## src/rtl/core/hafc_pkg.sv

```systemverilog
// hafc_pkg: shared types, constants and the CRC-16/X.25 byte update for the
// async HDLC framer. No dependencies.
package hafc_pkg;

    localparam logic [7:0]  ESC_BYTE  = 8'h7D;
    localparam logic [7:0]  FLAG_BYTE = 8'h7E;
    localparam logic [7:0]  ESC_XOR   = 8'h20;
    localparam logic [15:0] CRC_POLY  = 16'h8408;
    localparam logic [15:0] CRC_INIT  = 16'hFFFF;

    // item kind on the input tuser bit
    localparam logic KIND_TX = 1'b0;
    localparam logic KIND_RX = 1'b1;

    // result direction on output tuser bit 0
    localparam logic DIR_LINE    = 1'b0;
    localparam logic DIR_PAYLOAD = 1'b1;

    localparam int QUEUE_DEPTH_DEF = 4;

    // one queued job: a tx byte (with optional FCS + flag) or one rx result
    typedef struct packed {
        logic        rx;    // KIND_RX: single receive result
        logic        last;  // tx: append FCS and flag; rx: bare frame-end marker
        logic [7:0]  data;
        logic [15:0] fcs;   // tx only, already inverted
    } job_t;

    typedef enum logic [1:0] {
        PH_DATA,
        PH_FCS_LO,
        PH_FCS_HI,
        PH_FLAG
    } phase_t;

    // reflected CRC-16, one byte, eight bit steps
    function automatic logic [15:0] crc16_byte(input logic [15:0] crc, input logic [7:0] b);
        logic [15:0] c;
        c = crc ^ {8'h00, b};
        for (int i = 0; i < 8; i++) begin
            c = c[0] ? ((c >> 1) ^ CRC_POLY) : (c >> 1);
        end
        return c;
    endfunction

    function automatic logic needs_escape(input logic [7:0] b);
        return (b == ESC_BYTE) || (b == FLAG_BYTE);
    endfunction

endpackage

```

## src/rtl/core/hafc_front.sv

```systemverilog
// hafc_front: accepts input transfers, runs the tx CRC and the rx unescape /
// two-byte hold, and issues jobs to the queue. Depends on hafc_pkg.
module hafc_front import hafc_pkg::*; (
    input  logic       aclk,
    input  logic       aresetn,
    input  logic       accept,     // input transfer this cycle
    input  logic       in_kind,
    input  logic [7:0] in_byte,
    input  logic       in_last,
    output logic       push,
    output job_t       push_job
);

    logic [15:0] tx_crc_reg, tx_crc_next;
    logic        esc_pend_reg, esc_pend_next;
    logic [7:0]  hold0_reg, hold0_next;
    logic [7:0]  hold1_reg, hold1_next;
    logic [1:0]  hold_cnt_reg, hold_cnt_next;

    logic [15:0] crc_upd;
    logic [7:0]  rx_val;
    logic        rx_is_data;

    always_comb begin
        crc_upd       = crc16_byte(tx_crc_reg, in_byte);
        tx_crc_next   = tx_crc_reg;
        esc_pend_next = esc_pend_reg;
        hold0_next    = hold0_reg;
        hold1_next    = hold1_reg;
        hold_cnt_next = hold_cnt_reg;
        rx_val        = in_byte;
        rx_is_data    = 1'b0;
        push          = 1'b0;
        push_job      = '{rx: in_kind, last: in_last, data: in_byte, fcs: ~crc_upd};

        if (accept) begin
            if (in_kind == KIND_TX) begin
                push        = 1'b1;
                tx_crc_next = in_last ? CRC_INIT : crc_upd;
            end else begin
                push_job.last = 1'b0;
                if (esc_pend_reg) begin
                    esc_pend_next = 1'b0;
                    rx_val        = in_byte ^ ESC_XOR;
                    rx_is_data    = 1'b1;
                end else if (in_byte == FLAG_BYTE) begin
                    hold_cnt_next = 2'd0;
                    hold0_next    = 8'h00;
                    hold1_next    = 8'h00;
                    push          = 1'b1;
                    push_job.last = 1'b1;
                    push_job.data = 8'h00;
                end else if (in_byte == ESC_BYTE) begin
                    esc_pend_next = 1'b1;
                end else begin
                    rx_is_data = 1'b1;
                end

                if (rx_is_data) begin
                    if (hold_cnt_reg[1]) begin
                        push          = 1'b1;
                        push_job.data = hold0_reg;
                        hold0_next    = hold1_reg;
                        hold1_next    = rx_val;
                    end else if (hold_cnt_reg == 2'd0) begin
                        hold0_next    = rx_val;
                        hold_cnt_next = 2'd1;
                    end else begin
                        hold1_next    = rx_val;
                        hold_cnt_next = 2'd2;
                    end
                end
            end
        end
    end

    always_ff @(posedge aclk) begin
        if (!aresetn) begin
            tx_crc_reg   <= CRC_INIT;
            esc_pend_reg <= 1'b0;
            hold0_reg    <= 8'h00;
            hold1_reg    <= 8'h00;
            hold_cnt_reg <= 2'd0;
        end else begin
            tx_crc_reg   <= tx_crc_next;
            esc_pend_reg <= esc_pend_next;
            hold0_reg    <= hold0_next;
            hold1_reg    <= hold1_next;
            hold_cnt_reg <= hold_cnt_next;
        end
    end

endmodule

```

## src/rtl/core/hafc_fifo.sv

```systemverilog
// hafc_fifo: small register queue between front and back end.
// Generic width and depth; no package dependencies.
module hafc_fifo #(
    parameter int WIDTH = 8,
    parameter int DEPTH = 4
) (
    input  logic             aclk,
    input  logic             aresetn,
    input  logic             push,
    input  logic [WIDTH-1:0] push_data,
    input  logic             pop,
    output logic [WIDTH-1:0] pop_data,
    output logic             full,
    output logic             empty
);

    localparam int PW = (DEPTH > 1) ? $clog2(DEPTH) : 1;
    localparam int CW = $clog2(DEPTH + 1);

    logic [WIDTH-1:0] mem_reg [DEPTH];
    logic [PW-1:0]    wr_ptr_reg, wr_ptr_next;
    logic [PW-1:0]    rd_ptr_reg, rd_ptr_next;
    logic [CW-1:0]    count_reg, count_next;

    assign full     = (count_reg == CW'(DEPTH));
    assign empty    = (count_reg == '0);
    assign pop_data = mem_reg[rd_ptr_reg];

    always_comb begin
        wr_ptr_next = wr_ptr_reg;
        rd_ptr_next = rd_ptr_reg;
        count_next  = count_reg;
        if (push) begin
            wr_ptr_next = (wr_ptr_reg == PW'(DEPTH - 1)) ? '0 : wr_ptr_reg + 1'b1;
        end
        if (pop) begin
            rd_ptr_next = (rd_ptr_reg == PW'(DEPTH - 1)) ? '0 : rd_ptr_reg + 1'b1;
        end
        case ({push, pop})
            2'b10:   count_next = count_reg + 1'b1;
            2'b01:   count_next = count_reg - 1'b1;
            default: count_next = count_reg;
        endcase
    end

    always_ff @(posedge aclk) begin
        if (!aresetn) begin
            wr_ptr_reg <= '0;
            rd_ptr_reg <= '0;
            count_reg  <= '0;
        end else begin
            wr_ptr_reg <= wr_ptr_next;
            rd_ptr_reg <= rd_ptr_next;
            count_reg  <= count_next;
        end
    end

    always_ff @(posedge aclk) begin
        if (push) begin
            mem_reg[wr_ptr_reg] <= push_data;
        end
    end

endmodule

```

## src/rtl/core/hafc_back.sv

```systemverilog
// hafc_back: expands queued jobs into result transfers (escaping, FCS, flag)
// and holds the output register. Depends on hafc_pkg.
module hafc_back import hafc_pkg::*; (
    input  logic       aclk,
    input  logic       aresetn,
    input  logic       job_valid,
    input  job_t       job,
    output logic       pop,
    output logic       m_tvalid,
    input  logic       m_tready,
    output logic [7:0] m_tdata,
    output logic [2:0] m_tuser,
    output logic       m_tlast
);

    phase_t     phase_reg, phase_next;
    logic       esc2_reg, esc2_next;       // second half of an escape pair
    logic       vld_reg, vld_next;
    logic [7:0] data_reg, data_next;
    logic [2:0] user_reg, user_next;       // {frame_end, carries_data, direction}
    logic       last_reg, last_next;

    logic       load;
    logic [7:0] cur;

    assign load = !vld_reg || m_tready;

    always_comb begin
        phase_next = phase_reg;
        esc2_next  = esc2_reg;
        vld_next   = vld_reg && !m_tready;
        data_next  = data_reg;
        user_next  = user_reg;
        last_next  = last_reg;
        pop        = 1'b0;

        case (phase_reg)
            PH_DATA:   cur = job.data;
            PH_FCS_LO: cur = job.fcs[7:0];
            PH_FCS_HI: cur = job.fcs[15:8];
            PH_FLAG:   cur = FLAG_BYTE;
            default:   cur = job.data;
        endcase

        if (job_valid && load) begin
            vld_next = 1'b1;
            if (job.rx == KIND_RX) begin
                data_next = job.data;
                user_next = {job.last, !job.last, DIR_PAYLOAD};
                last_next = 1'b1;
                pop       = 1'b1;
            end else if (phase_reg == PH_FLAG) begin
                data_next  = FLAG_BYTE;
                user_next  = {1'b1, 1'b1, DIR_LINE};
                last_next  = 1'b1;
                pop        = 1'b1;
                phase_next = PH_DATA;
            end else if (needs_escape(cur) && !esc2_reg) begin
                data_next = ESC_BYTE;
                user_next = {1'b0, 1'b1, DIR_LINE};
                last_next = 1'b0;
                esc2_next = 1'b1;
            end else begin
                data_next = esc2_reg ? (cur ^ ESC_XOR) : cur;
                user_next = {1'b0, 1'b1, DIR_LINE};
                esc2_next = 1'b0;
                last_next = 1'b0;
                case (phase_reg)
                    PH_DATA: begin
                        if (job.last) begin
                            phase_next = PH_FCS_LO;
                        end else begin
                            last_next = 1'b1;
                            pop       = 1'b1;
                        end
                    end
                    PH_FCS_LO: phase_next = PH_FCS_HI;
                    PH_FCS_HI: phase_next = PH_FLAG;
                    default:   phase_next = PH_DATA;
                endcase
            end
        end
    end

    always_ff @(posedge aclk) begin
        if (!aresetn) begin
            phase_reg <= PH_DATA;
            esc2_reg  <= 1'b0;
            vld_reg   <= 1'b0;
        end else begin
            phase_reg <= phase_next;
            esc2_reg  <= esc2_next;
            vld_reg   <= vld_next;
        end
    end

    always_ff @(posedge aclk) begin
        data_reg <= data_next;
        user_reg <= user_next;
        last_reg <= last_next;
    end

    assign m_tvalid = vld_reg;
    assign m_tdata  = data_reg;
    assign m_tuser  = user_reg;
    assign m_tlast  = last_reg;

endmodule

```

## src/rtl/core/hafc_back_dummy_never.sv

```systemverilog
// hafc_back_dummy_never: port-level sanity checks on the result stream of the
// framer. Depends on hafc_pkg.
module hafc_back_dummy_never import hafc_pkg::*; (
    input logic       aclk,
    input logic       aresetn,
    input logic       m_tvalid,
    input logic [7:0] m_tdata,
    input logic [2:0] m_tuser,
    input logic       m_tlast
);

    // bare receive marker is always the only result of its item and carries zero
    assert property (@(posedge aclk) disable iff (!aresetn)
        (m_tvalid && m_tuser[0] == DIR_PAYLOAD && !m_tuser[1])
            |-> (m_tdata == 8'h00 && m_tuser[2] && m_tlast))
        else $error("rx marker malformed");

endmodule

```

## src/rtl/core/hdlc_async_framer_crc16_unit.sv

```systemverilog
// hdlc_async_framer_crc16_unit: async HDLC framer/deframer with CRC-16/X.25.
// Depends on hafc_pkg, hafc_front, hafc_fifo, hafc_back, hafc_back_dummy_never.
//
// One stream carries both directions: s_tuser selects a transmit payload byte
// or a received line byte. The front end takes one input transfer per cycle
// whenever the job queue (QUEUE_DEPTH entries) has room, updates the CRC or the
// receive unescape/hold state in that cycle, and queues at most one job. The
// back end drains one job at a time and emits one result transfer per cycle
// while m_tready does not stall it: a transmit byte gives one or two line
// bytes, and with s_tlast also the escaped inverted CRC (low byte first) and
// a closing 0x7E, up to seven results; a receive byte gives zero or one
// result. Results are paced by the back-end sequencer; input transfers
// overlap with output through the queue and the output register. Received
// bytes lag by two: the two bytes held at a flag are the FCS and are dropped
// unchecked, and the flag produces a bare frame-end marker.
// m_tlast marks the last result of each input item.
module hdlc_async_framer_crc16_unit import hafc_pkg::*; #(
    parameter int QUEUE_DEPTH = QUEUE_DEPTH_DEF
) (
    input  logic       aclk,
    input  logic       aresetn,
    input  logic       s_tvalid,
    output logic       s_tready,
    input  logic [7:0] s_tdata,   // [7:0] data_byte
    input  logic       s_tuser,   // [0] kind (0 transmit, 1 receive)
    input  logic       s_tlast,   // end_of_payload
    output logic       m_tvalid,
    input  logic       m_tready,
    output logic [7:0] m_tdata,   // [7:0] out_byte
    output logic [2:0] m_tuser,   // [0] direction, [1] carries_data, [2] frame_end
    output logic       m_tlast    // run_last
);

    logic  accept;
    logic  push, pop, full, empty;
    job_t  push_job, head_job;
    logic [$bits(job_t)-1:0] head_bits;

    assign s_tready = !full;
    assign accept   = s_tvalid && s_tready;

    hafc_front u_front (
        .aclk     (aclk),
        .aresetn  (aresetn),
        .accept   (accept),
        .in_kind  (s_tuser),
        .in_byte  (s_tdata),
        .in_last  (s_tlast),
        .push     (push),
        .push_job (push_job)
    );

    hafc_fifo #(
        .WIDTH ($bits(job_t)),
        .DEPTH (QUEUE_DEPTH)
    ) u_queue (
        .aclk      (aclk),
        .aresetn   (aresetn),
        .push      (push),
        .push_data (push_job),
        .pop       (pop),
        .pop_data  (head_bits),
        .full      (full),
        .empty     (empty)
    );

    assign head_job = job_t'(head_bits);

    hafc_back u_back (
        .aclk      (aclk),
        .aresetn   (aresetn),
        .job_valid (!empty),
        .job       (head_job),
        .pop       (pop),
        .m_tvalid  (m_tvalid),
        .m_tready  (m_tready),
        .m_tdata   (m_tdata),
        .m_tuser   (m_tuser),
        .m_tlast   (m_tlast)
    );

    hafc_back_dummy_never u_chk (
        .aclk     (aclk),
        .aresetn  (aresetn),
        .m_tvalid (m_tvalid),
        .m_tdata  (m_tdata),
        .m_tuser  (m_tuser),
        .m_tlast  (m_tlast)
    );

    // the queue never takes a job while full, and never pops while empty
    assert property (@(posedge aclk) disable iff (!aresetn) push |-> !full)
        else $error("push into full queue");
    assert property (@(posedge aclk) disable iff (!aresetn) pop |-> !empty)
        else $error("pop from empty queue");

    // a sent frame end is the closing flag and ends its item's results
    assert property (@(posedge aclk) disable iff (!aresetn)
        (m_tvalid && m_tuser[0] == DIR_LINE && m_tuser[2])
            |-> (m_tdata == FLAG_BYTE && m_tlast))
        else $error("closing flag malformed");

    // an escape byte on the line is always followed by its escaped half,
    // so it never ends an item's results
    assert property (@(posedge aclk) disable iff (!aresetn)
        (m_tvalid && m_tready && m_tuser[0] == DIR_LINE && m_tdata == ESC_BYTE)
            |-> !m_tlast)
        else $error("escape byte ended an item");

endmodule
```

## config.mk

```make
export PLATFORM = sky130hd
export DESIGN_NAME = hdlc_async_framer_crc16_unit
export DESIGN_NICKNAME = d
export VERILOG_FILES = /design/src/rtl/core/hafc_pkg.sv /design/src/rtl/core/hafc_front.sv /design/src/rtl/core/hafc_fifo.sv /design/src/rtl/core/hafc_back.sv /design/src/rtl/core/hafc_back_dummy_never.sv /design/src/rtl/core/hdlc_async_framer_crc16_unit.sv
export SDC_FILE = /design/constraint.sdc
export NUM_CORES = 1
export LEC_CHECK = 0
export BUFFER_PORTS_ARGS = -buffer_cell sky130_fd_sc_hd__buf_2
export CORE_AREA = 5 5 169 90
export CTS_CLUSTER_DIAMETER = 100
export DETAILED_ROUTE_END_ITERATION = 8
export DIE_AREA = 0 0 174 95
export PLACE_DENSITY = 0.78
export SLEW_MARGIN = 0
export SYNTH_ARGS = -nofsm -noshare
export SYNTH_HDL_FRONTEND = slang
export SYNTH_HIERARCHICAL = 1
export SYNTH_SLANG_ARGS = --single-unit
```

## constraint.sdc

```tcl
create_clock -name aclk -period 5.2 [get_ports aclk]
set_clock_uncertainty 0.2 [all_clocks]
set_input_delay 0.26 -clock aclk [delete_from_list [all_inputs] [get_ports aclk]]
set_output_delay 0.26 -clock aclk [all_outputs]
set_load 0.02 [all_outputs]
```

==> results of run 1 <==
==> repair_timing <==
action                    CTS  global route
hold endpoints to repair   10             0
gates resized for setup     0             0
hold buffers                7             0
==> per-layer routing <==
layer	vias to the layer above	part of all wire	track usage
met2	244	0.43	0.2948
met3	17	0.089	0.04160
li1	2098	-	-
met1	2340	0.47	0.3131
met5	-	0	0
met4	0	0.0078	0.05398
==> synthesized netlist by cell type, drive strengths merged, types with 9 or more instances <==
master | count | area, um2
clkbuf | 12 | 46.29
a22oi | 9 | 72.57
edfxtp | 116 | 3483
o21ai | 20 | 115.1
buf | 15 | 127.6
nor2 | 20 | 75.07
o22ai | 18 | 112.6
dfxtp | 48 | 960.9
xnor2 | 21 | 191.4
and2 | 9 | 56.30
mux4 | 26 | 608.1
nand2 | 56 | 210.2
ha | 11 | 137.6
inv | 32 | 120.1
a21oi | 28 | 140.1
==> worst max-delay path, stage by stage, from the launching register on <==
cell and delay (ns):
dfxtp_1 0.81, mux4_1 0.70, a211oi_1 0.38, a21oi_1 0.17, nand3_1 0.18, a31o_2 0.18, and2_1 0.20, ha_1 0.20
inv_1 0.07, fa_1 0.43, xor2_1 0.16, or3_1 0.30, a21boi_0 0.22
==> final cells by class <==
| type | count | area (um2) |
|---|---|---|
| clock buffers | 26 | 538.0 |
| clock inverters | 6 | 36.28 |
| fillers | 1061 | 5667 |
| inverters | 32 | 120.1 |
| multi-input cells | 317 | 2519 |
| flip-flops and latches | 164 | 4444 |
| well taps | 181 | 226.5 |
| repair buffers | 41 | 257.7 |
==> cells by family after synthesis <==
family          Yosys count
compound gates          113
xor+xnor                 29
fa+ha+maj                12
buf+inv                  59
flops                   164
mux                      31
simple gates            132
==> through the flow <==
step | utilization | setup WS (ns) | instances | hold WS (ns) | area (um2)
detailed placement | 0.5430 | 1.033 | 728 | 0.2622 | 7497
CTS | 0.5896 | 0.9546 | 767 | 0.007586 | 8142
global route | 0.5896 | 0.7441 | 767 | 0.04622 | 8142
global placement | 0.5430 | 1.269 | 728 | 0.2353 | 7497
finish | 0.5896 | 0.9204 | 767 | 0.02480 | 8142
floorplan | - | 1.821 | 540 | 0.1817 | 7257
==> power groups by stage <==
stage | Sequential [mW] | Combinational (mW) | Clock, mW
2_1_floorplan | 1.75 | 0.744 | 0
3_5_place_dp | 1.73 | 1.03 | 0
6_report | 1.70 | 1.05 | 1.21
5_1_grt | 1.72 | 1.14 | 1.27
3_3_place_gp | 1.72 | 0.985 | 0
4_1_cts | 1.70 | 1.04 | 1.22
==> worst max path at each step <==
stage          cells past startpoint  slack (ns)  startpoint              endpoint
6_report                          12        0.92    register  u_queue/count_reg[2]
2_1_floorplan                     13        1.82    register  u_queue/count_reg[2]
3_5_place_dp                      12        1.03    register  u_queue/count_reg[2]
3_3_place_gp                      12        1.27    register  u_queue/count_reg[2]
5_1_grt                           12        0.74    register  u_queue/count_reg[2]
4_1_cts                           12        0.95    register  u_queue/count_reg[2]
==> summary.md, run 1 <==
| Metric | Value |
|---|---|
| Synth Area in Simple Gates | `0.09448` |
| Clock latency on the worst-skew pair | `0.42 ns` |
| Commonest cells after routing, fill and taps aside | `edfxtp_1 (116), nand2_1 (56), dfxtp_1 (48)` |
| Max Slew Vio Count | `0` |
| Largest net degree at the start of global routing | `38` |
| Unique masters post-synth | `68` |
| Adder-cell share of the synthesized area | `0.02172` |
| Outcome | `finished clean` |
| Placeable core region | `0.01381 mm2` |
| First-pass GRT wire length | `25,100 um` |
| Post-synth ARST share | `0` |
| Total chip power | `3.959 mW` |
| Via/cell ratio | `6.126` |
| Syn nets | `566` |
| Placement row count | `31` |
| Buffers on Ports | `27` |
| Maximum VDD drop | `0.2510 mV` |
| NumNets Final | `599` |
| Most common cell after layout, fill and taps aside | `edfxtp_1` |
| Syn avg cell area | `13.44 um2` |
| Setup crit end kind | `register` |
| Max Cap Viol | `0` |
| Final setup viols | `0` |
| Fin crit period | `4.280 ns` |
| Top FF cell, synth | `edfxtp_1` |
| Worst Hold Launch | `s_tdata[7]` |
| Combinational power share | `0.265` |
| Setup crit start kind | `register` |
| Post-route DRC | `0` |
| Worst slew pin tran | `1.237 ns` |
| Initial core utilization | `0.5256` |
| Hold path depth | `3` |
| Largest register FFs | `104` |
| Mapped Cells | `540` |
| Leakage | `2.805 nW` |
| Worst EP required | `5.32 ns` |
| Setup tns final | `0 ns` |
| Synthesized flop and latch total | `164` |
| Post-synthesis mux area share | `0.09086` |
| WHS Endpoint | `u_front/hold1_reg[7]` |
| Clock Pin Slew Worst Setup and Hold Paths | `0.06 ns` |
| H-tree Lvls | `4` |
| # Post-CTS Setup Buffers | `0` |
| Reg-to-reg endpoint | `u_queue/count_reg[2]` |
| Max-slew headroom | `0.1712` |
| WL final | `16,200 um` |
| Reg2Reg Setup Slack | `0.92 ns` |
| Crit path DAT | `4.40 ns` |
| I/O Pins | `28` |
| Syn. warnings | `6` |
| Die width | `174 um` |
| FMAX | `0.2337 GHz` |
| RSZ-0062 raised after global routing | `false` |
| Post-synth EDFFs | `116` |
| CTS buffer count | `17` |
| Seq/Total Area, Yosys | `0.6124` |
| Die area | `0.01653 mm2` |
| Worst-path fanout max | `13` |
| Mapped Area | `0.007257 mm2` |
| Wirelength per Cell | `21.12 um` |
| Initial detailed-routing violation count | `529` |
| Synth Area in Compound Gates | `0.1040` |
| Congestion Overflow GR | `0` |
| # diodes | `0` |
| Area growth syn-to-layout | `12.19%` |
| Final period utilization | `0.8230` |
| Clock power share | `0.305` |
| R2R depth | `12` |
| Int Power | `2.730 mW` |
| Via count | `4,699` |
| Worst setup path class | `register to register` |
| PwrDens | `486.3 mW/mm2` |
| CTS tree | `yes` |
| Final ANT Viol Nets | `0` |
| Routability cong. | `0.8909` |
| Synth Area in XOR/XNOR | `0.03603` |
| Switching share of power | `0.3105` |
| Psw | `1.229 mW` |
| Largest family of logic cells by synthesized area | `compound AO/OA/AOI/OAI gates` |
| Layout cells sized above 1 | `0.1758` |
| Final Hold Vio Count | `0` |
| Hold crit path type | `input port to register` |
| Number of global-route vias before repair | `4,427` |
| GRT Total Usage | `0.2033` |
| CTS sink cnt | `164` |
| Initial DRT Pass Iterations | `5` |
| HPWL after DPL | `10,810 um` |
| Root buffer cell | `clkbuf_16` |
| Initial antenna violation count | `0` |
| Sequential power share | `0.430` |
| CTS Buffer Depth | `2` |
| Die H | `95 um` |
Note: power is estimated with default switching activity, not from simulation.
==> run 2: changes to the inputs <==
--- a/config.mk
+++ b/config.mk
@@ -10,7 +10,7 @@
 export CTS_CLUSTER_DIAMETER = 100
 export DETAILED_ROUTE_END_ITERATION = 8
 export DIE_AREA = 0 0 174 95
-export PLACE_DENSITY = 0.78
+export PLACE_DENSITY = 0.81
 export SLEW_MARGIN = 0
 export SYNTH_ARGS = -nofsm -noshare
 export SYNTH_HDL_FRONTEND = slang
==> constraint.sdc (replaced) <==
create_clock -name aclk -period 3.6 [get_ports aclk]
set_clock_uncertainty 0.2 [all_clocks]
set_input_delay 0.18 -clock aclk [delete_from_list [all_inputs] [get_ports aclk]]
set_output_delay 0.18 -clock aclk [all_outputs]
set_load 0.02 [all_outputs]
==> run 2 against run 1 <==
Effect of this change:
- final area increased by 1.9%
- sequential share of layout area decreased by 0.98 points
- global-route usage increased by 0.14 points
- total power increased by 48%
- combinational power increased by 54%
- critical path depth increased by 1
- routed wire length increased by 1.0%
- cell count increased by 2.2%
- utilization increased by 1.1 points
- non-clock buffer count increased by 17
- die area unchanged
- critical endpoint unchanged
- largest cell class unchanged
- largest power group unchanged
==> summary.md, run 2 (synthesis results as in run 1) <==
| Metric | Value |
|---|---|
| Setup crit start kind | `register` |
| Max Cap Viol | `0 (unchanged)` |
| Post-route DRC | `0 (unchanged)` |
| Clock latency on the worst-skew pair | `0.42 ns (about the same)` |
| Setup crit end kind | `register` |
| Hold path depth | `3 (unchanged)` |
| WHS Endpoint | `u_front/tx_crc_reg[6]` |
| DP Area | `0.007587 mm2 (+1.2%)` |
| WL final | `16,370 um (+1.0%)` |
| Maximum VDD drop | `0.3643 mV (+45%)` |
| Layout cells sized above 1 | `0.2023 (+0.02655)` |
| Congestion Overflow GR | `0 (unchanged)` |
| Final period utilization | `0.9470 (+0.1240)` |
| CTS Buffer Depth | `2 (unchanged)` |
| DP Worst Slack | `-0.01877 ns (-1.051 ns)` |
| Final ANT Viol Nets | `0 (unchanged)` |
| Worst-path fanout max | `6 (-7)` |
| Fin crit period | `3.409 ns (-0.8703 ns)` |
| Largest net degree at the start of global routing | `37 (-2.6%)` |
| Max incr delay on CP | `0.53 ns (-0.28 ns)` |
| Max Slew Vio Count | `0 (unchanged)` |
| CTS buffer count | `17 (unchanged)` |
| Largest register FFs | `104 (unchanged)` |
| Wirelength per Cell | `20.88 um (-1.2%)` |
| Placeable core region | `0.01381 mm2 (unchanged)` |
| Area growth syn-to-layout | `14.36%` |
| Final Util | `0.6010 (+0.01142)` |
| # fillers | `1,030 (-2.9%)` |
| R2R depth | `13 (+1)` |
| Crit path cell chain | `buf_6 -> mux4_2 -> xnor2_1 -> nor4_2 -> nand3_1 -> a31o_2 -> and2_1 -> ha_1 -> inv_1 -> fa_1 -> xor2_1 -> or3_1 -> a21boi_0` |
| Outcome | `finished clean` |
| H-tree Lvls | `4 (unchanged)` |
| Most common cell after layout, fill and taps aside | `edfxtp_1` |
| Placement row count | `31 (unchanged)` |
| Max-slew headroom | `0.3487 (+0.1775)` |
| Number of global-route vias before repair | `4,488 (+1.4%)` |
| Reg-to-reg endpoint | `u_queue/count_reg[2]` |
| Crit path DAT | `3.57 ns (-0.83 ns)` |
| CTS sink cnt | `164 (unchanged)` |
| Worst setup path class | `register to register` |
| Reg2Reg Setup Slack | `0.19 ns (-0.73 ns)` |
| Worst slew pin tran | `0.9769 ns (-0.2604 ns)` |
| Commonest cells after routing, fill and taps aside | `edfxtp_1 (116), nand2_1 (56), dfxtp_1 (46)` |
| Die area | `0.01653 mm2 (unchanged)` |
| Leakage | `2.856 nW (+1.8%)` |
| Initial core utilization | `0.5256 (unchanged)` |
| Initial detailed-routing violation count | `665 (+26%)` |
| HPWL after DPL | `11,110 um (+2.7%)` |
| NumNets Final | `616 (+2.8%)` |
| Final Hold Vio Count | `0 (unchanged)` |
| Via/cell ratio | `5.992 (-2.2%)` |
| Crit path max-delay cell type | `mux4_2` |
| FMAX | `0.2933 GHz (+26%)` |
| GRT Total Usage | `0.2046 (+0.001369)` |
| Routability cong. | `0.9049 (+1.6%)` |
| Buffers on Ports | `27 (unchanged)` |
| First-pass GRT wire length | `25,240 um (+0.55%)` |
| Final Instance Area | `0.008299 mm2 (+1.9%)` |
| # diodes | `0 (unchanged)` |
| I/O Pins | `28 (unchanged)` |
| Root buffer cell | `clkbuf_16` |
| Worst EP required | `3.76 ns (-1.56 ns)` |
| PwrDens | `704.0 mW/mm2 (+45%)` |
| Initial DRT Pass Iterations | `5 (unchanged)` |
| Initial antenna violation count | `0 (unchanged)` |
| Die width | `174 um (unchanged)` |
| Die H | `95 um (unchanged)` |
| Clock Pin Slew Worst Setup and Hold Paths | `0.07 ns (about the same)` |
| Hold crit path type | `input port to register` |
| Final setup viols | `0 (unchanged)` |
| Worst Hold Launch | `aresetn` |
| Via count | `4,698 (-0.021%)` |
| CTS tree | `yes` |
| Total chip power | `5.843 mW (+48%)` |
| Final setup margin | `0.1907 ns (-0.7297 ns)` |
-- run 2: layout make-up --
type / count / area [um2] / share of cell area
Timing Repair Buffer: 58 / 406.6 / 0.04900
Inverter: 32 / 120.1 / 0.01447
Sequential cell: 164 / 4449 / 0.5361
Multi-Input combinational cell: 317 / 2512 / 0.3027
Tap cell: 181 / 226.5 / 0.02729
Clock buffer: 18 / 429.2 / 0.05171
Clock inverter: 14 / 155.1 / 0.01869
-- run 2: critical path: cells and delay by family, from the launching register on --
family,cells,cell delay [ns]
and+or+nand+nor,4,0.68
adders and majority gates,2,0.63
muxes,1,0.53
DFF,1,0.39
xor gates and xnor gates,2,0.37
AOI/OAI and AO/OA,2,0.32
buffers and inverters,2,0.22
-- run 2: through the flow --
| stage | hold WS (ns) | TNS (ns) | instances |
|---|---|---|---|
| 2_1_floorplan | 0.1017 | 0 | 540 |
| 3_3_place_gp | 0.2432 | 0 | 740 |
| 3_5_place_dp | 0.2509 | -0.01877 | 740 |
| 4_1_cts | 0.02366 | 0 | 783 |
| 5_1_grt | 0.05202 | -0.001103 | 784 |
| 6_report | 0.04931 | 0 | 784 |
-- run 2: metal layers --
metal	up-vias	track usage	routed length, um
met3	18	0.06560	1857
li1	2127	-	-
met5	-	0	0
met4	0	0.05859	165
met2	271	0.2825	6813
met1	2282	0.3094	7529
-- run 2: timing repair --
| action | in CTS | in global routing |
|---|---|---|
| pin swaps | 0 | 1 |
| hold endpoints to repair | 25 | 0 |
| resized for setup | 1 | 9 |
| setup endpoints to repair | 1 | 2 |
| hold buffers | 11 | 0 |
| buffers inserted | 0 | 1 |
-- run 2: worst max-delay path by stage --
stage,startpoint,endpoint,slack (ns),cells after the start
floorplan,register,u_queue/count_reg[2],0.22,13
global placement,register,u_queue/count_reg[2],0.08,13
detailed placement,register,u_queue/count_reg[2],-0.02,13
CTS,register,u_queue/count_reg[2],0.0003,12
global route,register,u_queue/count_reg[2],-0.001,13
finish,register,u_queue/count_reg[2],0.19,13
-- run 2: power breakdown --
group          internal (mW)  leakage, nW  switching (mW)  total [mW]
registers               2.34         1.45          0.0978        2.43
clock network           1.03        0.270           0.762        1.79
logic                  0.626         1.14           0.992        1.62
